<file path="config.mk">
export PLATFORM = sky130hd
export DESIGN_NAME = c_like_token_lexer_core
export DESIGN_NICKNAME = d
export VERILOG_FILES = /design/src/rtl/clex_pkg.sv /design/src/rtl/clex_ident_ram.sv /design/src/rtl/clex_scanner.sv /design/src/rtl/clex_out_reg.sv /design/src/rtl/c_like_token_lexer_core.sv
export SDC_FILE = /design/constraint.sdc
export NUM_CORES = 1
export LEC_CHECK = 0
export BUFFER_PORTS_ARGS = -buffer_cell sky130_fd_sc_hd__buf_4
export CELL_PAD_IN_SITES_DETAIL_PLACEMENT = 1
export CELL_PAD_IN_SITES_GLOBAL_PLACEMENT = 2
export CORE_AREA = 2 2 240 242
export DETAILED_ROUTE_END_ITERATION = 10
export DIE_AREA = 0 0 242 244
export PLACE_DENSITY = 0.93
export SYNTH_ARGS = -nofsm -noshare
export SYNTH_HDL_FRONTEND = slang
export SYNTH_SLANG_ARGS = --single-unit
</file>
<file path="constraint.sdc">
create_clock -name aclk -period 21.6 [get_ports aclk]
set_input_delay 4.32 -clock aclk [delete_from_list [all_inputs] [get_ports aclk]]
set_output_delay 4.32 -clock aclk [all_outputs]
set_load 0.01 [all_outputs]
</file>
<file path="src/rtl/clex_pkg.sv">
// ----------------------------------------------------------------------------
// clex_pkg
// shared types and constants for the c-like token lexer core
// ----------------------------------------------------------------------------
package clex_pkg;

    localparam int IDENT_BUF_BYTES = 32;
    localparam int MAX_IDENT       = IDENT_BUF_BYTES - 1;
    localparam int CHUNK_BYTES     = 8;
    localparam int CHUNK_SHIFT     = $clog2(CHUNK_BYTES);
    localparam int NUM_ROWS        = IDENT_BUF_BYTES / CHUNK_BYTES;
    localparam int ROW_W           = $clog2(NUM_ROWS);
    localparam int COUNT_W         = $clog2(IDENT_BUF_BYTES);
    localparam int VALUE_W         = 64;
    localparam int KIND_W          = 4;
    localparam int TDATA_W         = 72;
    localparam int TUSER_W         = 5;

    localparam logic [KIND_W-1:0] KIND_IDENT = 4'd0;
    localparam logic [KIND_W-1:0] KIND_INT   = 4'd1;
    localparam logic [KIND_W-1:0] KIND_PUNCT = 4'd2;
    localparam logic [KIND_W-1:0] KIND_ARROW = 4'd3;
    localparam logic [KIND_W-1:0] KIND_EQ    = 4'd4;
    localparam logic [KIND_W-1:0] KIND_SHR   = 4'd5;
    localparam logic [KIND_W-1:0] KIND_SHL   = 4'd6;
    localparam logic [KIND_W-1:0] KIND_NE    = 4'd7;
    localparam logic [KIND_W-1:0] KIND_GE    = 4'd8;
    localparam logic [KIND_W-1:0] KIND_LE    = 4'd9;
    localparam logic [KIND_W-1:0] KIND_OR    = 4'd10;
    localparam logic [KIND_W-1:0] KIND_AND   = 4'd11;
    localparam logic [KIND_W-1:0] KIND_END   = 4'd12;

    // one result transaction
    typedef struct packed {
        logic [KIND_W-1:0]  kind;
        logic [VALUE_W-1:0] value;
        logic [COUNT_W-1:0] len;
        logic [ROW_W-1:0]   chunk;
        logic               flag;
        logic               last;
    } token_t;

    // byte write into the identifier buffer
    typedef struct packed {
        logic               en;
        logic [COUNT_W-1:0] addr;
        logic [7:0]         data;
    } ram_wr_t;

    // row read from the identifier buffer
    typedef struct packed {
        logic             en;
        logic [ROW_W-1:0] row;
    } ram_rd_t;

endpackage

</file>
<file path="src/rtl/clex_ident_ram.sv">
// ----------------------------------------------------------------------------
// clex_ident_ram
// identifier character buffer: byte writes, one 8-byte row read per cycle
// ----------------------------------------------------------------------------
module clex_ident_ram (
    input  logic                               aclk,
    input  clex_pkg::ram_wr_t                  wr,
    input  clex_pkg::ram_rd_t                  rd,
    output logic [clex_pkg::VALUE_W-1:0]       rdata
);

    logic [clex_pkg::VALUE_W-1:0] mem [clex_pkg::NUM_ROWS];
    logic [clex_pkg::VALUE_W-1:0] rdata_reg;

    always_ff @(posedge aclk) begin
        if (wr.en) begin
            mem[wr.addr[clex_pkg::COUNT_W-1 -: clex_pkg::ROW_W]]
               [wr.addr[clex_pkg::CHUNK_SHIFT-1:0] * 8 +: 8] <= wr.data;
        end
    end

    // read data holds until the next read
    always_ff @(posedge aclk) begin
        if (rd.en) begin
            rdata_reg <= mem[rd.row];
        end
    end

    assign rdata = rdata_reg;

endmodule

</file>
<file path="src/rtl/clex_scanner.sv">
// ----------------------------------------------------------------------------
// clex_scanner
// token scanner: scan mode, integer accumulator, lookahead and chunk sequencer
// ----------------------------------------------------------------------------
module clex_scanner (
    input  logic                         aclk,
    input  logic                         aresetn,
    input  logic                         in_valid,
    input  logic [7:0]                   in_byte,
    input  logic                         in_end,
    output logic                         in_take,
    input  logic                         out_free,
    output logic                         res_valid,
    output clex_pkg::token_t             res,
    output clex_pkg::ram_wr_t            ram_wr,
    output clex_pkg::ram_rd_t            ram_rd,
    input  logic [clex_pkg::VALUE_W-1:0] ram_rdata
);

    localparam logic [7:0] CH_UNDER = 8'h5F;
    localparam logic [7:0] CH_ZERO  = 8'h30;
    localparam logic [7:0] CH_NINE  = 8'h39;

    typedef enum logic [3:0] {
        MODE_IDLE  = 4'b0001,
        MODE_IDENT = 4'b0010,
        MODE_INT   = 4'b0100,
        MODE_OP    = 4'b1000
    } scan_mode_t;

    typedef enum logic [2:0] {
        SEQ_RUN   = 3'b001,
        SEQ_CHUNK = 3'b010,
        SEQ_END   = 3'b100
    } seq_state_t;

    typedef struct packed {
        logic                        hit;
        logic [clex_pkg::KIND_W-1:0] kind;
    } op_match_t;

    function automatic logic is_alpha(input logic [7:0] c);
        return (c inside {[8'h61:8'h7A], [8'h41:8'h5A]}) || (c == CH_UNDER);
    endfunction

    function automatic logic is_digit(input logic [7:0] c);
        return c inside {[CH_ZERO:CH_NINE]};
    endfunction

    function automatic logic is_space(input logic [7:0] c);
        return c inside {8'h20, 8'h0A, 8'h09, 8'h0D};
    endfunction

    function automatic op_match_t match_op(input logic [7:0] a, input logic [7:0] b);
        op_match_t m;
        m.hit  = 1'b1;
        m.kind = clex_pkg::KIND_IDENT;
        case ({a, b})
            {8'h2D, 8'h3E}: m.kind = clex_pkg::KIND_ARROW;
            {8'h3D, 8'h3D}: m.kind = clex_pkg::KIND_EQ;
            {8'h3E, 8'h3E}: m.kind = clex_pkg::KIND_SHR;
            {8'h3C, 8'h3C}: m.kind = clex_pkg::KIND_SHL;
            {8'h21, 8'h3D}: m.kind = clex_pkg::KIND_NE;
            {8'h3E, 8'h3D}: m.kind = clex_pkg::KIND_GE;
            {8'h3C, 8'h3D}: m.kind = clex_pkg::KIND_LE;
            {8'h7C, 8'h7C}: m.kind = clex_pkg::KIND_OR;
            {8'h26, 8'h26}: m.kind = clex_pkg::KIND_AND;
            default:        m.hit  = 1'b0;
        endcase
        return m;
    endfunction

    seq_state_t                    seq_reg, seq_next;
    scan_mode_t                    mode_reg, mode_next;
    logic [clex_pkg::COUNT_W-1:0]  count_reg, count_next;
    logic [clex_pkg::VALUE_W-1:0]  acc_reg, acc_next;
    logic [7:0]                    pend_reg, pend_next;
    logic [clex_pkg::COUNT_W-1:0]  flen_reg, flen_next;
    logic                          fflag_reg, fflag_next;
    logic [clex_pkg::ROW_W-1:0]    chunk_reg, chunk_next;
    logic                          restart_pend_reg, restart_pend_next;
    logic [7:0]                    restart_byte_reg, restart_byte_next;
    logic                          end_pend_reg, end_pend_next;

    logic                          start_en;
    logic [7:0]                    start_byte;
    logic                          in_alnum;
    op_match_t                     op_m;
    logic [clex_pkg::COUNT_W-1:0]  flen_m1;
    logic                          last_chunk;
    logic [clex_pkg::VALUE_W-1:0]  chunk_value;
    logic [clex_pkg::VALUE_W-1:0]  acc_step;

    assign in_alnum   = is_alpha(in_byte) || is_digit(in_byte);
    assign op_m       = match_op(pend_reg, in_byte);
    assign flen_m1    = flen_reg - clex_pkg::COUNT_W'(1);
    assign last_chunk = (chunk_reg == flen_m1[clex_pkg::COUNT_W-1 -: clex_pkg::ROW_W]);
    assign acc_step   = (acc_reg << 3) + (acc_reg << 1)
                      + clex_pkg::VALUE_W'(in_byte - CH_ZERO);

    // bytes past the identifier length read as zero
    always_comb begin
        logic [clex_pkg::COUNT_W-1:0] lane_idx;
        lane_idx    = '0;
        chunk_value = '0;
        for (int i = 0; i < clex_pkg::CHUNK_BYTES; i++) begin
            lane_idx = {chunk_reg, clex_pkg::CHUNK_SHIFT'(i)};
            if (lane_idx < flen_reg) begin
                chunk_value[i*8 +: 8] = ram_rdata[i*8 +: 8];
            end
        end
    end

    always_comb begin
        seq_next          = seq_reg;
        mode_next         = mode_reg;
        count_next        = count_reg;
        acc_next          = acc_reg;
        pend_next         = pend_reg;
        flen_next         = flen_reg;
        fflag_next        = fflag_reg;
        chunk_next        = chunk_reg;
        restart_pend_next = restart_pend_reg;
        restart_byte_next = restart_byte_reg;
        end_pend_next     = end_pend_reg;
        in_take           = 1'b0;
        res_valid         = 1'b0;
        res               = '0;
        ram_wr            = '0;
        ram_rd            = '0;
        start_en          = 1'b0;
        start_byte        = in_byte;

        case (seq_reg)
            SEQ_RUN: begin
                if (in_valid) begin
                    if (in_end) begin
                        case (mode_reg)
                            MODE_IDENT: begin
                                in_take           = 1'b1;
                                flen_next         = count_reg;
                                fflag_next        = 1'b0;
                                restart_pend_next = 1'b0;
                                end_pend_next     = 1'b1;
                                chunk_next        = '0;
                                ram_rd.en         = 1'b1;
                                mode_next         = MODE_IDLE;
                                count_next        = '0;
                                seq_next          = SEQ_CHUNK;
                            end
                            MODE_INT, MODE_OP: begin
                                if (out_free) begin
                                    in_take   = 1'b1;
                                    res_valid = 1'b1;
                                    if (mode_reg == MODE_INT) begin
                                        res.kind  = clex_pkg::KIND_INT;
                                        res.value = acc_reg;
                                    end else begin
                                        res.kind  = clex_pkg::KIND_PUNCT;
                                        res.value = clex_pkg::VALUE_W'(pend_reg);
                                    end
                                    mode_next = MODE_IDLE;
                                    seq_next  = SEQ_END;
                                end
                            end
                            default: begin
                                if (out_free) begin
                                    in_take   = 1'b1;
                                    res_valid = 1'b1;
                                    res.kind  = clex_pkg::KIND_END;
                                    res.last  = 1'b1;
                                    mode_next = MODE_IDLE;
                                end
                            end
                        endcase
                    end else begin
                        case (mode_reg)
                            MODE_IDENT: begin
                                in_take = 1'b1;
                                if (in_alnum
                                    && (count_reg < clex_pkg::COUNT_W'(clex_pkg::MAX_IDENT)))
                                begin
                                    ram_wr.en   = 1'b1;
                                    ram_wr.addr = count_reg;
                                    ram_wr.data = in_byte;
                                    count_next  = count_reg + clex_pkg::COUNT_W'(1);
                                end else begin
                                    // identifier ends: flagged when overlong, the byte restarts later
                                    flen_next         = count_reg;
                                    fflag_next        = in_alnum;
                                    restart_pend_next = 1'b1;
                                    restart_byte_next = in_byte;
                                    end_pend_next     = 1'b0;
                                    chunk_next        = '0;
                                    ram_rd.en         = 1'b1;
                                    mode_next         = MODE_IDLE;
                                    count_next        = '0;
                                    seq_next          = SEQ_CHUNK;
                                end
                            end
                            MODE_INT: begin
                                if (is_digit(in_byte)) begin
                                    in_take  = 1'b1;
                                    acc_next = acc_step;
                                end else if (in_byte == CH_UNDER) begin
                                    in_take = 1'b1;
                                end else if (out_free) begin
                                    in_take   = 1'b1;
                                    res_valid = 1'b1;
                                    res.kind  = clex_pkg::KIND_INT;
                                    res.value = acc_reg;
                                    res.last  = 1'b1;
                                    acc_next  = '0;
                                    start_en  = 1'b1;
                                end
                            end
                            MODE_OP: begin
                                if (out_free) begin
                                    in_take   = 1'b1;
                                    res_valid = 1'b1;
                                    res.last  = 1'b1;
                                    if (op_m.hit) begin
                                        res.kind  = op_m.kind;
                                        mode_next = MODE_IDLE;
                                    end else begin
                                        res.kind  = clex_pkg::KIND_PUNCT;
                                        res.value = clex_pkg::VALUE_W'(pend_reg);
                                        start_en  = 1'b1;
                                    end
                                end
                            end
                            default: begin
                                in_take  = 1'b1;
                                start_en = 1'b1;
                            end
                        endcase
                    end
                end
            end
            SEQ_CHUNK: begin
                if (out_free) begin
                    res_valid = 1'b1;
                    res.kind  = clex_pkg::KIND_IDENT;
                    res.value = chunk_value;
                    res.len   = flen_reg;
                    res.chunk = chunk_reg;
                    res.flag  = fflag_reg;
                    res.last  = last_chunk && !end_pend_reg;
                    if (!last_chunk) begin
                        chunk_next = chunk_reg + clex_pkg::ROW_W'(1);
                        ram_rd.en  = 1'b1;
                        ram_rd.row = chunk_reg + clex_pkg::ROW_W'(1);
                    end else begin
                        seq_next          = end_pend_reg ? SEQ_END : SEQ_RUN;
                        restart_pend_next = 1'b0;
                        end_pend_next     = 1'b0;
                        if (restart_pend_reg) begin
                            start_en   = 1'b1;
                            start_byte = restart_byte_reg;
                        end
                    end
                end
            end
            SEQ_END: begin
                if (out_free) begin
                    res_valid = 1'b1;
                    res.kind  = clex_pkg::KIND_END;
                    res.last  = 1'b1;
                    seq_next  = SEQ_RUN;
                end
            end
            default: begin
                seq_next = SEQ_RUN;
            end
        endcase

        // begin a new token on a byte seen in idle, on a byte that closed a token, or on the held restart byte
        if (start_en) begin
            mode_next = MODE_IDLE;
            if (is_alpha(start_byte)) begin
                ram_wr.en   = 1'b1;
                ram_wr.addr = '0;
                ram_wr.data = start_byte;
                count_next  = clex_pkg::COUNT_W'(1);
                mode_next   = MODE_IDENT;
            end else if (is_digit(start_byte)) begin
                acc_next  = clex_pkg::VALUE_W'(start_byte - CH_ZERO);
                mode_next = MODE_INT;
            end else if (!is_space(start_byte)) begin
                pend_next = start_byte;
                mode_next = MODE_OP;
            end
        end
    end

    always_ff @(posedge aclk) begin
        if (!aresetn) begin
            seq_reg          <= SEQ_RUN;
            mode_reg         <= MODE_IDLE;
            count_reg        <= '0;
            acc_reg          <= '0;
            pend_reg         <= '0;
            restart_pend_reg <= 1'b0;
            end_pend_reg     <= 1'b0;
        end else begin
            seq_reg          <= seq_next;
            mode_reg         <= mode_next;
            count_reg        <= count_next;
            acc_reg          <= acc_next;
            pend_reg         <= pend_next;
            restart_pend_reg <= restart_pend_next;
            end_pend_reg     <= end_pend_next;
        end
    end

    always_ff @(posedge aclk) begin
        flen_reg         <= flen_next;
        fflag_reg        <= fflag_next;
        chunk_reg        <= chunk_next;
        restart_byte_reg <= restart_byte_next;
    end

endmodule

</file>
<file path="src/rtl/clex_out_reg.sv">
// ----------------------------------------------------------------------------
// clex_out_reg
// registered result stage driving the master stream
// ----------------------------------------------------------------------------
module clex_out_reg (
    input  logic                         aclk,
    input  logic                         aresetn,
    input  logic                         load,
    input  clex_pkg::token_t             tok,
    output logic                         free,
    output logic                         m_tvalid,
    input  logic                         m_tready,
    output logic [clex_pkg::TDATA_W-1:0] m_tdata,
    output logic [clex_pkg::TUSER_W-1:0] m_tuser,
    output logic                         m_tlast
);

    clex_pkg::token_t tok_reg;
    logic             valid_reg, valid_next;

    assign free = !valid_reg || m_tready;

    always_comb begin
        valid_next = valid_reg;
        if (load) begin
            valid_next = 1'b1;
        end else if (m_tready) begin
            valid_next = 1'b0;
        end
    end

    always_ff @(posedge aclk) begin
        if (!aresetn) begin
            valid_reg <= 1'b0;
        end else begin
            valid_reg <= valid_next;
        end
    end

    always_ff @(posedge aclk) begin
        if (load) begin
            tok_reg <= tok;
        end
    end

    assign m_tvalid = valid_reg;
    assign m_tdata  = {1'b0, tok_reg.chunk, tok_reg.len, tok_reg.value};
    assign m_tuser  = {tok_reg.flag, tok_reg.kind};
    assign m_tlast  = tok_reg.last;

endmodule

</file>
<file path="src/rtl/c_like_token_lexer_core.sv">
// ----------------------------------------------------------------------------
// c_like_token_lexer_core
// streaming lexer for c-like source text, one byte per transaction
// ----------------------------------------------------------------------------
// Takes source bytes on the slave stream and returns tokens on the master
// stream: identifiers (sent as one transaction per 8-byte chunk), decimal
// integers with '_' separators that wrap at 64 bits, nine two-character
// operators found with one byte of lookahead, single punctuation bytes and an
// end token after each end marker. Whitespace is skipped. Bytes that continue
// or begin a token, and bytes that close an integer or an operator lookahead,
// go through at one per cycle, a closing byte only while the output register
// can take its result. A byte or end marker that closes an identifier holds
// back later bytes while its chunks and any end token are sent: the identifier
// buffer is a single memory read one 8-byte row per cycle through a registered
// read port, and every token leaves through one output register. An end marker
// that flushes an integer or a pending lookahead sends the flushed token, then
// the end token. A one-entry input register lets a byte be taken while a
// result still waits at the output. No clearing pass is needed after reset.
// ----------------------------------------------------------------------------
module c_like_token_lexer_core (
    input  logic                         aclk,
    input  logic                         aresetn,
    // slave stream: source bytes
    input  logic                         s_tvalid,
    output logic                         s_tready,
    input  logic [7:0]                   s_tdata,   // [7:0] source_byte
    input  logic                         s_tuser,   // [0] end_of_input
    // master stream: tokens
    output logic                         m_tvalid,
    input  logic                         m_tready,
    // [63:0] token_value, [68:64] ident_length, [70:69] chunk_index, [71] zero
    output logic [clex_pkg::TDATA_W-1:0] m_tdata,
    // [3:0] token_kind, [4] too_long_flag
    output logic [clex_pkg::TUSER_W-1:0] m_tuser,
    output logic                         m_tlast    // last_of_run
);

    // input holding register
    logic       in_valid_reg, in_valid_next;
    logic [7:0] in_byte_reg;
    logic       in_end_reg;
    logic       in_take;

    // scanner to output stage
    logic                         res_valid;
    clex_pkg::token_t             res;
    logic                         out_free;

    // identifier buffer ports
    clex_pkg::ram_wr_t            ram_wr;
    clex_pkg::ram_rd_t            ram_rd;
    logic [clex_pkg::VALUE_W-1:0] ram_rdata;

    // a new transaction lands when the register is empty or being drained
    assign s_tready = !in_valid_reg || in_take;

    always_comb begin
        in_valid_next = in_valid_reg;
        if (s_tvalid && s_tready) begin
            in_valid_next = 1'b1;
        end else if (in_take) begin
            in_valid_next = 1'b0;
        end
    end

    always_ff @(posedge aclk) begin
        if (!aresetn) begin
            in_valid_reg <= 1'b0;
        end else begin
            in_valid_reg <= in_valid_next;
        end
    end

    always_ff @(posedge aclk) begin
        if (s_tvalid && s_tready) begin
            in_byte_reg <= s_tdata;
            in_end_reg  <= s_tuser;
        end
    end

    // scan mode, accumulator, lookahead and identifier chunk sequencing
    clex_scanner u_scanner (
        .aclk      (aclk),
        .aresetn   (aresetn),
        .in_valid  (in_valid_reg),
        .in_byte   (in_byte_reg),
        .in_end    (in_end_reg),
        .in_take   (in_take),
        .out_free  (out_free),
        .res_valid (res_valid),
        .res       (res),
        .ram_wr    (ram_wr),
        .ram_rd    (ram_rd),
        .ram_rdata (ram_rdata)
    );

    // identifier characters, 8 per row
    clex_ident_ram u_ident_ram (
        .aclk  (aclk),
        .wr    (ram_wr),
        .rd    (ram_rd),
        .rdata (ram_rdata)
    );

    // result register on the master side
    clex_out_reg u_out_reg (
        .aclk     (aclk),
        .aresetn  (aresetn),
        .load     (res_valid),
        .tok      (res),
        .free     (out_free),
        .m_tvalid (m_tvalid),
        .m_tready (m_tready),
        .m_tdata  (m_tdata),
        .m_tuser  (m_tuser),
        .m_tlast  (m_tlast)
    );

endmodule
</file>
## Word level (Yosys, flattened, before mapping)

Memory sizes are Yosys's and may differ from the RTL's. A register that Yosys moved wholly into a read port is not among the register bits.
Index checks and enable logic that the tools add are counted.

| word-level totals | value |
|---|---|
| bits in latches | 0 |
| bits in registers | 190 |
| output and inout bits | 80 |
| memories kept | 1 |
| bits in read-only memories | 0 |
| input port bits | 13 |
| word-level logic and storage cells | 285 |
| bits in writable memories | 256 |

Memories:

| memory | depth | width | rd ports | clocked after memory_dff | wr ports | RTL line | RTL |
|---|---|---|---|---|---|---|---|
| u_ident_ram.mem | 4 | 64 | 1 | 1 | 1 | clex_ident_ram.sv:12 | `logic [clex_pkg::VALUE_W-1:0] mem [clex_pkg::NUM_ROWS];` |

| operators by class | value |
|---|---|
| divide/modulo/power cells | 0 |
| $lt $le $gt $ge | 21 |
| $add $sub $neg | 8 |
| multipliers | 0 |
| mux-type cells | 152 |
| reduce and logical (&&, ||, !) cells | 38 |
| equality and inequality tests | 37 |
| bitwise logic cells | 5 |
| shift operators | 2 |

Operators by type and width:

| cell | count |
|---|---|
| 64-bit two-way mux | 12 |
| 68-bit two-way mux | 6 |
| 68-bit one-hot mux with 2 select lines | 1 |
| 64-bit adder | 2 |
| 16-bit by 14-bit equality test with 1-bit output, second input constant | 8 |
| 64-bit one-hot mux with 2 select lines | 1 |
| 8-bit two-way mux | 13 |
| 14-bit two-way mux | 7 |
| 73-bit two-way mux | 1 |
| 66-bit two-way mux | 1 |
| 65-bit two-way mux | 1 |
| 8-bit by 34-bit variable shift with 64-bit output, first input constant | 1 |
| 8-bit by 34-bit indexed part select with 64-bit output | 1 |
| 5-bit two-way mux | 12 |
| 4-bit two-way mux | 14 |
| 1-bit two-way mux | 48 |
| 5-bit less-than comparator | 8 |
| 4-bit one-hot mux with 9 select lines | 1 |
| 6-bit negator with 34-bit output | 1 |
| 3-bit two-way mux | 11 |
| 8-bit by 7-bit greater-or-equal comparator with 1-bit output, second input constant | 4 |
| 8-bit by 7-bit less-or-equal comparator with 1-bit output, second input constant | 4 |
| 8-bit by 4-bit equality test with 1-bit output, second input constant | 3 |
| 8-bit by 6-bit subtractor with 9-bit output, second input constant | 2 |
| 46 further kinds | 100 |

## Longest topological paths before layout

Gate-level depths: netlist of the first run.

| depth | value |
|---|---|
| depth after elaboration | 16 |
| mapped depth | 19 |

## By module

Synthesis of the first run repeated with hierarchy kept, for this count alone.

| unflattened totals | value |
|---|---|
| cell total of the unflattened synthesis | 2025 |
| area total of the unflattened synthesis | 25958.6 um^2 |

Modules (own cells, without submodules):

| module | cells an instance | instances | area an instance (um^2) |
|---|---|---|---|
| clex_ident_ram | 553 | 1 | 11987.7 |
| clex_scanner | 1375 | 1 | 11270.8 |
| clex_out_reg | 83 | 1 | 2372.3 |
| c_like_token_lexer_core | 14 | 1 | 327.8 |

## Worst setup path before layout of the first run

No wires, ideal clock.

| timing path | value |
|---|---|
| path type | reg-to-reg |
| start point | register in_byte_reg[4] |
| end point | register u_scanner.acc_reg[63] (netlist bit) |
| cell stages (with the launch flop) | 16 |
| library setup time | 0.092 ns |
| period minus slack after synthesis | 9.598 ns |
| path slack | 12.002 ns |
| arrival | 9.506 ns |
| cells stage by stage | edfxtp_1 ha_1 clkbuf_1 nor3_1 fa_1 ha_1 clkbuf_1 nand2_1 or3_1 or3b_2 o211a_1 a21o_1 or4_1 a21oi_1 nor3_1 o32ai_1 |

| on the way | value |
|---|---|
| word-level cells in the longest chain between the ends | 10 |
| elaborated cells between the ends (all ways) | 51 |

RTL lines:

| element | RTL line | RTL |
|---|---|---|
| from (decl) | c_like_token_lexer_core.sv:40 | `logic [7:0] in_byte_reg;` |
| from (signal assigned) | c_like_token_lexer_core.sv:76 | `in_byte_reg <= s_tdata;` |
| 8-bit by 6-bit subtractor with 9-bit output (tied with other cells) | clex_scanner.sv:99 | `+ clex_pkg::VALUE_W'(in_byte - CH_ZERO);` |
| 64-bit adder (tied with other cells) | clex_scanner.sv:99 |  |
| 64-bit two-way mux (tied with other cells) | clex_scanner.sv:202 | `if (is_digit(in_byte)) begin` |
| 64-bit two-way mux (tied with other cells) | clex_scanner.sv:177 | `case (mode_reg)` |
| 64-bit two-way mux (tied with other cells) | clex_scanner.sv:137 | `if (in_end) begin` |
| 64-bit two-way mux (tied with other cells) | clex_scanner.sv:136 | `if (in_valid) begin` |
| 64-bit two-way mux (tied with other cells) | clex_scanner.sv:134 | `case (seq_reg)` |
| 64-bit two-way mux (tied with other cells) | clex_scanner.sv:286 | `end else if (is_digit(start_byte)) begin` |
| 64-bit two-way mux / 1-bit one-hot mux with 2 select lines (equally long branches) | clex_scanner.sv:280, clex_scanner.sv:134 |  |
| 64-bit two-way mux (*) | clex_scanner.sv:278 | `if (start_en) begin` |
| to (signal assigned) | clex_scanner.sv:309 | `acc_reg <= acc_next;` |
| to (decl) | clex_scanner.sv:76 | `logic [clex_pkg::VALUE_W-1:0] acc_reg, acc_next;` |

Mark *: on every way between the ends. The rest lies on a longest branch, timed or not.
A chain may end at the register's enable or synchronous reset.

## Final worst setup path of the first run

| timing path | value |
|---|---|
| start point | input m_tready |
| end point | output s_tready |

| on the way | value |
|---|---|
| word-level cells in the longest chain between the ends | 9 |
| elaborated cells between the ends (all ways) | 10 |

RTL lines:

| element | RTL line | RTL |
|---|---|---|
| from (decl) | c_like_token_lexer_core.sv:30 | `input logic m_tready,` |
| 1-bit logical OR (*) | clex_out_reg.sv:21 | `assign free = !valid_reg \|\| m_tready;` |
| 1-bit two-way mux (*) | -- |  |
| 1-bit two-way mux | clex_scanner.sv:205 | `end else if (in_byte == CH_UNDER) begin` |
| 1-bit two-way mux | clex_scanner.sv:202 |  |
| 1-bit one-hot mux with 2 select lines | clex_scanner.sv:177 |  |
| 1-bit two-way mux (*) | clex_scanner.sv:137 |  |
| 1-bit two-way mux (*) | clex_scanner.sv:136 |  |
| 1-bit two-way mux (*) | clex_scanner.sv:134 |  |
| 1-bit logical OR (*) | c_like_token_lexer_core.sv:55 | `assign s_tready = !in_valid_reg \|\| in_take;` |
| to (decl) | c_like_token_lexer_core.sv:25 | `output logic s_tready,` |

Marks and branches as above.

==> metrics.txt, run 1 <==
status finished, final reports clean; initial core utilization 0.457; Max VDD drop 63.1 µV; Final setup viols 0; max-cap violation count 0; gpl congestion 0.887; synthesized area per cell 11.6 µm²; Final Hold Viols 0; Root Driver clkbuf_16; Fillers a little under 6k; post-synthesis async set-or-reset flop share 0; critical-path maximum fanout 13; Nets roughly 2.4k; Critical Path RT 17.28 ns; Ys Warns 0; DR WL/cell 26.2 µm; final routed DRC violation total 0; ys flop type edfxtp_1; Clock Path Buffers 3; Final Power 0.00210 W; Synth cell types slightly above 90; vias 19.1k; WL met1 approximately 35,000 µm; most common cell in the netlist edfxtp_1; utilization after layout 0.513; GRT overflow 0; register bit count reported by yosys 510; P_leak ~10 nW; relative slew slack 0.227; initial antenna violation count 2; Sink Count 510; Post-synth EDFFs 422; global-route wire length before repair roughly 120,000 µm; CP endpoint kind output port; Tmin final 10.06 ns; Area growth, synth to finish 12.3%; DRT iter0 DRCs 1,637; Met3 Wirelength 4530 µm; sequential area share after synthesis 0.562; die area 0.0590 mm²; later-pin clock latency in the skew report 0.61 ns; Worst-path clk slew 0.06 ns; Synth area leader edfxtp_1; WL met2 a little under 40,000 µm; top cells by area, synth edfxtp_1 (49%), dfxtp_1 (6.9%), fa_1 (4.8%); final worst-path cycle share 0.466; cells after synthesis 2,213; hold slack 0.527 ns; Yosys top cell area share 0.494; CTS tree built; # hold bufs at CTS 0; CTS Buf Count 53; Site Rows 87; # port buffers 91; type of the worst min-delay path reg -> reg; fmax between 90 and 100 MHz; Detailed Routing Iterations Pass 1 5; Post-synth top cells edfxtp_1 (422), nand2_1 (231), nor2_1 (187); Die Wd between 200 and 250 µm; Gates resized, CTS repair 0; Post CTS Setup Buffer Count 0; Tot GR Track Use 0.271; top sig layer met4; Post-Route WL 80,600 µm; skew final between 0.01 and 0.015 ns; die height 244 µm; crit path DAT 5.74 ns; number of global-route vias before repair 19.9k; H-tree depth 2; Final Slew Violations 0; fraction of layout cells with a size suffix above 1 0.103; RSZ-0062 raised after global routing no; Final TNS setup 0 ns; dpl cells 2,979; worst slew pin tran 1.16 ns; core footprint 0.0562 mm²; Power Dens Cells 72.8 mW/mm²; post-route ant nets 0; largest net degree at the start of global routing 79; hold path depth 2; R2R cell count 15; CP Class in -> out; startpoint types input pin; Ports 93; Non-Filler Instances 3,079; HPWL Detailed 56,200 µm; max reg flops 256; Via density 6.21; Post-Syn Area 0.0257 mm²
-- cell families after synthesis --
| family | share of synthesized area |
|---|---|
| AOI/OAI and AO/OA | 0.171 |
| xor gates and xnor gates | 0.0198 |
| adders and majority gates | 0.0871 |
| buffers and inverters | 0.0328 |
| DFF | 0.562 |
| muxes | 0.0100 |
| other | 0.000146 |
| and+or+nand+nor | 0.117 |
-- layout make-up --
type | count | area, µm² | share of cell area
sequential | 510 | 14400 | 0.501
antenna | 1 | 2.50 | 0.0000868
timing repair buffer | 112 | 841 | 0.0292
inverter | 65 | 244 | 0.00846
clock buffer | 66 | 1440 | 0.0499
multi-input combinational | 1536 | 10600 | 0.367
tap | 756 | 946 | 0.0328
clock inverter | 33 | 334 | 0.0116
-- path summary, 6_finish.rpt --
check	endpoint	slack [ns]	startpoint
worst max-delay path	s_tready	11.54	m_tready
worst min-delay path	u_scanner.end_pend_reg$_SDFFE_PN0P_	0.53	u_scanner.end_pend_reg$_SDFFE_PN0P_
worst max register to register	u_scanner.acc_reg[56]$_SDFF_PN0_	15.40	in_byte_reg[4]$_DFFE_PP_
worst min register to register	u_scanner.end_pend_reg$_SDFFE_PN0P_	0.53	u_scanner.end_pend_reg$_SDFFE_PN0P_
-- metal layers --
metal  GRT usage  up-vias
li1            -     8500
met1       0.368     9856
met2       0.455      646
met3      0.0327      122
met4      0.0851        0
met5           0        -
-- report_power, final --
| group | internal [W] | switching, W | leakage [nW] |
|---|---|---|---|
| logic | 0.0000289 | 0.0000563 | 4.97 |
| clock network | 0.000545 | 0.000400 | 0.860 |
| registers | 0.00106 | 0.00000959 | 4.59 |
| total | 0.00163 | 0.000466 | 10.4 |
-- worst max-delay path: stages --
cell,delay [ns]
buf_4,0.12
nand2b_1,0.45
nor3_1,0.39
o21ai_0,0.12
nand2_1,0.13
inv_1,0.07
buf_4,0.14
-- stage by stage --
stage	cell area (µm²)	setup WS, ns
2_1_floorplan	25800	12.00
3_3_place_gp	27100	11.64
3_5_place_dp	27100	11.58
4_1_cts	28800	11.58
5_1_grt	28800	11.50
6_report	28800	11.54
-- layout by cell type (no fill, tap or decap), drive strengths merged, types with 22 or more instances in the layout --
master  netlist  routed
nand2b       23      23
xnor2        37      37
mux2i        22      22
dfxtp        88      88
conb          1      33
inv          64      67
nor2        187     187
o21ai        75      75
nor3         43      43
a21oi       127     127
a21o         29      29
buf          32     112
edfxtp      422     422
nand3        30      30
a22o         56      56
a221oi       37      37
fa           61      61
ha           81      81
a31oi        80      80
clkbuf      102      66
nand4        23      23
nand2       231     231
o22ai        73      73
No activity file was read; power rests on OpenSTA's default activity.
==> run 2: changes to the inputs <==
--- a/config.mk
+++ b/config.mk
@@ -8,10 +8,10 @@
 export BUFFER_PORTS_ARGS = -buffer_cell sky130_fd_sc_hd__buf_4
 export CELL_PAD_IN_SITES_DETAIL_PLACEMENT = 1
 export CELL_PAD_IN_SITES_GLOBAL_PLACEMENT = 2
-export CORE_AREA = 2 2 240 242
+export CORE_AREA = 2 2 248 250
 export DETAILED_ROUTE_END_ITERATION = 10
-export DIE_AREA = 0 0 242 244
-export PLACE_DENSITY = 0.93
+export DIE_AREA = 0 0 250 252
+export PLACE_DENSITY = 0.88
 export SYNTH_ARGS = -nofsm -noshare
 export SYNTH_HDL_FRONTEND = slang
 export SYNTH_SLANG_ARGS = --single-unit
==> constraint.sdc (replaced) <==
create_clock -name aclk -period 10.34 [get_ports aclk]
set_input_delay 2.068 -clock aclk [delete_from_list [all_inputs] [get_ports aclk]]
set_output_delay 2.068 -clock aclk [all_outputs]
set_load 0.01 [all_outputs]
==> metrics.txt, run 2 (synthesis results as in run 1) <==
status finished, final reports clean (unchanged); later-pin clock latency in the skew report 0.61 ns (about the same); DR WL/cell 26.5 µm (was 26.2 µm); Die Wd 250 µm (was 242 µm); gpl congestion 0.917 (was 0.887); HPWL Detailed 58,200 µm (was 56,200 µm); fmax 154 MHz; RR Endpoint u_scanner.acc_reg[56]$_SDFF_PN0_ (unchanged); P_leak 10.5 nW (was 10.4 nW); WHS Endpoint u_scanner.restart_pend_reg$_SDFFE_PN0P_ (was u_scanner.end_pend_reg$_SDFFE_PN0P_); r2r setup slk 4.35 ns (was 15.40 ns); Tmin final about 6.5 ns; Non-Filler Instances 3,111 (was 3,079); critical-path maximum fanout 27 (was 13); die area 0.0630 mm² (was 0.0590 mm²); clock power share 0.453 (was 0.450); register area 0.0144 mm² (unchanged); max reg flops 256 (unchanged); post-route ant nets 0 (unchanged); Max VDD drop 118 µV (was 63.1 µV); final routed DRC violation total 0 (unchanged); relative slew slack 0.139 (was 0.227); Root Driver clkbuf_16 (unchanged); initial antenna violation count 1 (was 2); Gates resized, CTS repair 0 (unchanged); DRT iter0 DRCs 1,662 (was 1,637); Post CTS Setup Buffer Count 0 (unchanged); GRT overflow 0 (unchanged); combinational power share 0.040 (was 0.041); reg2reg start in_byte_reg[4]$_DFFE_PP_ (unchanged); Via density 6.12 (was 6.21); CP Class in -> reg (was in -> out); Post-Route WL 82,500 µm (was 80,600 µm); commonest cells after routing, fill and taps aside edfxtp_1 (422), nand2_1 (230), nor2_1 (186) (unchanged); largest net degree at the start of global routing 79 (unchanged); global-route wire length before repair 125,000 µm (was 123,000 µm); final worst-path cycle share 0.629; Nets 2,437 (was 2,433); fraction of layout cells with a size suffix above 1 0.105 (was 0.103); number of global-route vias before repair 19.7k (was 19.9k); sw frac 0.222 (about the same); Clock Path Buffers 3 (unchanged); Sink Count 510 (unchanged); # port buffers 91 (unchanged); sequential power share 0.507 (was 0.509); Final Slew Violations 0 (unchanged); CP endpoint kind flop (was output port); max-cap violation count 0 (unchanged); R2R cell count 18 (was 15); initial core utilization 0.427 (was 0.457); Final TNS setup 0 ns (unchanged); Net Sw Power 0.000978 W (was 0.000466 W); RSZ-0062 raised after global routing no (unchanged); CTS Buf Count 56 (was 53); CTS tree built (unchanged); ant diodes 0 (was 1); Tot GR Track Use 0.259 (was 0.271); type of the worst min-delay path reg -> reg (unchanged); Final Hold Viols 0 (unchanged); Worst-path clk slew 0.06 ns (about the same); skew final 0.0179 ns (was 0.0132 ns); hold path depth 2 (unchanged); Pint 0.00343 W (was 0.00163 W); die height 252 µm (was 244 µm); # hold bufs at CTS 0 (unchanged); startpoint types input pin (unchanged); most common cell after layout, fill and taps aside edfxtp_1 (unchanged); Power Dens Cells 152 mW/mm² (was 72.8 mW/mm²); crit path DAT 6.82 ns (was 5.74 ns); area occupied by multi-input gates 0.0106 mm² (about the same); worst slew pin tran 1.29 ns (was 1.16 ns); Ports 93 (unchanged); Area growth, synth to finish 12.7% (was 12.3%); dpl cells 3,006 (was 2,979); Final setup viols 0 (unchanged); H-tree depth 2 (unchanged); Detailed Routing Iterations Pass 1 5 (unchanged); Fillers 6,376 (was 5,871); vias 19.0k (was 19.1k); Critical Path RT 10.65 ns (was 17.28 ns); Site Rows 90 (was 87); hold path start u_scanner.restart_pend_reg$_SDFFE_PN0P_ (was u_scanner.end_pend_reg$_SDFFE_PN0P_); core footprint 0.0601 mm² (was 0.0562 mm²)
==> run 2: critical path, cell delays in order <==
cell and delay, ns:
buf_4 0.08, nand2b_1 0.55, nand3_1 0.24, a211oi_4 0.20, buf_4 0.42, mux2i_1 0.58, inv_1 0.17, ha_1 0.34
o21ai_0 0.11, o21ai_0 0.12, mux2i_1 0.22, a2bb2oi_1 0.29, o31ai_4 0.19, nand2b_1 0.37, nor2_1 0.09, a21oi_1 0.54
nor2_1 0.20
==> run 2: stage by stage <==
stage / utilization / setup WS, ns / total power (W) / area, µm² / hold WS, ns
3_3_place_gp: 0.451 / 3.59 / 0.00244 / 27100 / 0.485
3_5_place_dp: 0.451 / 3.29 / 0.00245 / 27100 / 0.498
4_1_cts: 0.481 / 3.87 / 0.00442 / 28900 / 0.515
5_1_grt: 0.481 / 3.57 / 0.00451 / 28900 / 0.547
6_report: 0.481 / 3.84 / 0.00440 / 28900 / 0.518
2_1_floorplan: - / 0.742 / 0.00239 / 25800 / 0.406
==> run 2: layout make-up <==
type / count / share of cell area
flip-flops and latches: 510 / 0.499
multi-input cells: 1536 / 0.366
clock buffers: 70 / 0.0520
well taps: 782 / 0.0338
repair buffers: 113 / 0.0293
clock inverters: 35 / 0.0108
inverters: 65 / 0.00844
==> run 2: worst max-delay path by stage <==
stage                             startpoint                          endpoint  slack (ns)
finish                              m_tready  u_ident_ram.mem[2][52]$_DFFE_PP_        3.84
CTS                                 m_tready  u_ident_ram.mem[2][36]$_DFFE_PP_        3.87
detailed placement                  m_tready  u_ident_ram.mem[3][36]$_DFFE_PP_        3.29
global route                        m_tready   u_ident_ram.mem[1][4]$_DFFE_PP_        3.57
global placement                    m_tready  u_ident_ram.mem[0][36]$_DFFE_PP_        3.59
floorplan           in_byte_reg[4]$_DFFE_PP_  u_scanner.acc_reg[63]$_SDFF_PN0_        0.74
==> run 2: power by group through the flow <==
| stage | Sequential [W] | Clock (W) | Combinational, W |
|---|---|---|---|
| 2_1_floorplan | 0.00227 | 0 | 0.000115 |
| 3_3_place_gp | 0.00227 | 0 | 0.000168 |
| 3_5_place_dp | 0.00228 | 0 | 0.000173 |
| 4_1_cts | 0.00223 | 0.00202 | 0.000175 |
| 5_1_grt | 0.00223 | 0.00209 | 0.000193 |
| 6_report | 0.00223 | 0.00199 | 0.000177 |
==> run 2: layer usage <==
metal,wire (µm),track usage,part of all wire
met1,37300,0.359,0.45
met2,39800,0.440,0.48
met3,3800,0.0299,0.046
met4,1600,0.0583,0.019
met5,0,0,0
==> run 3: changes to the inputs <==
==> constraint.sdc (replaced) <==
create_clock -name aclk -period 6.8 [get_ports aclk]
set_input_delay 1.36 -clock aclk [delete_from_list [all_inputs] [get_ports aclk]]
set_output_delay 1.36 -clock aclk [all_outputs]
set_load 0.01 [all_outputs]
==> metrics.txt, run 3 (synthesis results as in run 1) <==
RSZ-0062 raised after global routing no (unchanged); # hold bufs at CTS 0 (unchanged); CTS Buf Count 55 (was 56); Root Driver clkbuf_16 (unchanged); core footprint 0.0601 mm² (unchanged); Buf+Inv Stages, Crit Path 1 (was 3); Final Slew Violations 0 (unchanged); r2r setup slk 0.97 ns (was 4.35 ns); Max VDD drop 189 µV (was 118 µV); later-pin clock latency in the skew report 0.64 ns (was 0.61 ns); critical-path maximum fanout 27 (unchanged); ant diodes 0 (unchanged); number of global-route vias before repair 19.8k (was 19.7k); global-route wire length before repair 124,000 µm (was 125,000 µm); DR WL/cell 26.2 µm (was 26.5 µm); crit path DAT 6.31 ns (was 6.82 ns); commonest cells after routing, fill and taps aside edfxtp_1 (422), nand2_1 (230), nor2_1 (186) (unchanged); Detailed Routing Iterations Pass 1 5 (unchanged); largest net degree at the start of global routing 79 (unchanged); Clock Path Buffers 3 (unchanged); post-route ant nets 0 (unchanged); Final setup viols 0 (unchanged); # port buffers 91 (unchanged); RR Endpoint u_scanner.acc_reg[56]$_SDFF_PN0_ (unchanged); Critical Path RT 7.29 ns (was 10.65 ns); CP Class reg -> reg (was in -> reg); GRT overflow 0 (unchanged); Nets 2,446 (was 2,437); fmax between 150 and 200 MHz; reg2reg start in_byte_reg[5]$_DFFE_PP_ (was in_byte_reg[4]$_DFFE_PP_); Worst-path clk slew 0.07 ns (was 0.06 ns); H-tree depth 2 (unchanged); most common cell after layout, fill and taps aside edfxtp_1 (unchanged); Site Rows 90 (unchanged); die height 252 µm (unchanged); Area growth, synth to finish 13.0% (was 12.7%); Tmin final just under 6 ns; DRT iter0 DRCs 1,769 (was 1,662); die area 0.0630 mm² (unchanged); hold slack 0.508 ns (was 0.518 ns); Sink Count 510 (unchanged); vias 19.1k (was 19.0k); Gates resized, CTS repair 0 (unchanged); worst setup path start in_byte_reg[5]$_DFFE_PP_ (was m_tready); type of the worst min-delay path reg -> reg (unchanged); most frequent CP cell a21oi_1; CP Capture Point u_scanner.acc_reg[56]$_SDFF_PN0_ (was u_ident_ram.mem[2][52]$_DFFE_PP_); max-cap violation count 0 (unchanged); CP top delay family compound AO/OA/AOI/OAI gates (was simple AND/OR/NAND/NOR gates); startpoint types flop (was input pin); final routed DRC violation total 0 (unchanged); relative slew slack 0.223 (was 0.139); HPWL Detailed 57,600 µm (was 58,200 µm); Slowest Stage Delay on Critical Path 0.68 ns (was 0.58 ns); gpl congestion 0.915 (was 0.917); Post-Route WL 81,700 µm (was 82,500 µm); crit path cell chain ha_1 -> nor3_4 -> buf_4 -> fa_1 -> ha_1 -> a21oi_1 -> o21ai_0 -> a21oi_1 -> o21ai_0 -> a221o_1 -> a31oi_1 -> o211ai_1 -> nor3b_1 -> o41ai_1 -> a21oi_1 (was buf_4 -> nand2b_1 -> nand3_1 -> a211oi_4 -> buf_4 -> mux2i_1 -> inv_1 -> ha_1 -> o21ai_0 -> o21ai_0 -> mux2i_1 -> a2bb2oi_1 -> o31ai_4 -> nand2b_1 -> nor2_1 -> a21oi_1 -> nor2_1); initial core utilization 0.427 (unchanged); worst slew pin tran 1.16 ns (was 1.29 ns); P_leak 10.5 nW (about the same); Final Hold Viols 0 (unchanged); Post CTS Setup Buffer Count 0 (unchanged); Via density 6.12 (about the same); R2R cell count 15 (was 18); Ports 93 (unchanged); Die Wd 250 µm (unchanged); Final TNS setup 0 ns (unchanged); skew final 0.0176 ns (was 0.0179 ns); CP endpoint kind flop (unchanged); critical path depth in cells 15 (was 17); Tot GR Track Use 0.258 (was 0.259); Power Dens Cells 231 mW/mm² (was 152 mW/mm²); Slowest-stage cell, CP nor3_4 (was mux2i_1); initial antenna violation count 0 (was 1); status finished, final reports clean (unchanged); fraction of layout cells with a size suffix above 1 0.108 (was 0.105); Fillers 6,368 (was 6,376); CTS tree built (unchanged); final worst-path cycle share 0.857; max reg flops 256 (unchanged)
## run 3: worst min path at each step
stage | start | to | cells past startpoint
after floorplan | u_scanner.count_reg[2]$_SDFF_PN0_ | u_scanner.flen_reg[2]$_DFFE_PP_ | 0
after global placement | u_scanner.restart_pend_reg$_SDFFE_PN0P_ | u_scanner.restart_pend_reg$_SDFFE_PN0P_ | 2
after detailed placement | u_scanner.end_pend_reg$_SDFFE_PN0P_ | u_scanner.end_pend_reg$_SDFFE_PN0P_ | 2
after CTS | u_scanner.end_pend_reg$_SDFFE_PN0P_ | u_scanner.end_pend_reg$_SDFFE_PN0P_ | 2
after global routing | u_scanner.end_pend_reg$_SDFFE_PN0P_ | u_scanner.end_pend_reg$_SDFFE_PN0P_ | 2
final | u_scanner.end_pend_reg$_SDFFE_PN0P_ | u_scanner.end_pend_reg$_SDFFE_PN0P_ | 2
## run 3: power breakdown
group / internal [W] / switching (W) / total [W]
registers: 0.00337 / 0.0000309 / 0.00340
clock network: 0.00170 / 0.00133 / 0.00304
logic: 0.0000956 / 0.000176 / 0.000272
total: 0.00517 / 0.00154 / 0.00670
## run 3: area by class of cell
cell class,instances,area [µm²],area share
inverters,65,244,0.00841
repair buffers,123,923,0.0318
well taps,782,978,0.0337
clock inverters,38,408,0.0141
multi-input cells,1536,10600,0.365
flip-flops and latches,510,14400,0.498
clock buffers,63,1420,0.0488
## run 3: through the flow
step	cell area, µm²	setup slack [ns]	total power [W]	util	std cells
6_report	29000	0.975	0.00670	0.482	3117
5_1_grt	29000	0.632	0.00688	0.482	3117
4_1_cts	29000	0.981	0.00674	0.482	3117
3_5_place_dp	27200	1.00	0.00373	0.452	3016
3_3_place_gp	27200	1.13	0.00372	0.452	3016
2_1_floorplan	25800	0.734	0.00363	-	2245
## run 3: worst register-to-register path: stages, from the launching register on
cell,delay (ns)
edfxtp_1,0.60
ha_1,0.42
nor3_4,0.68
buf_4,0.56
fa_1,0.54
ha_1,0.39
a21oi_1,0.29
o21ai_0,0.18
a21oi_1,0.22
o21ai_0,0.13
a221o_1,0.30
a31oi_1,0.39
o211ai_1,0.30
nor3b_1,0.22
o41ai_1,0.35
a21oi_1,0.11
## run 3: per-layer routing
metal	up-vias	track usage	wire length, µm
met5	-	0	0
met4	0	0.0773	2110
met3	117	0.0302	4620
met2	620	0.425	38700
met1	9816	0.360	36200
li1	8518	-	-
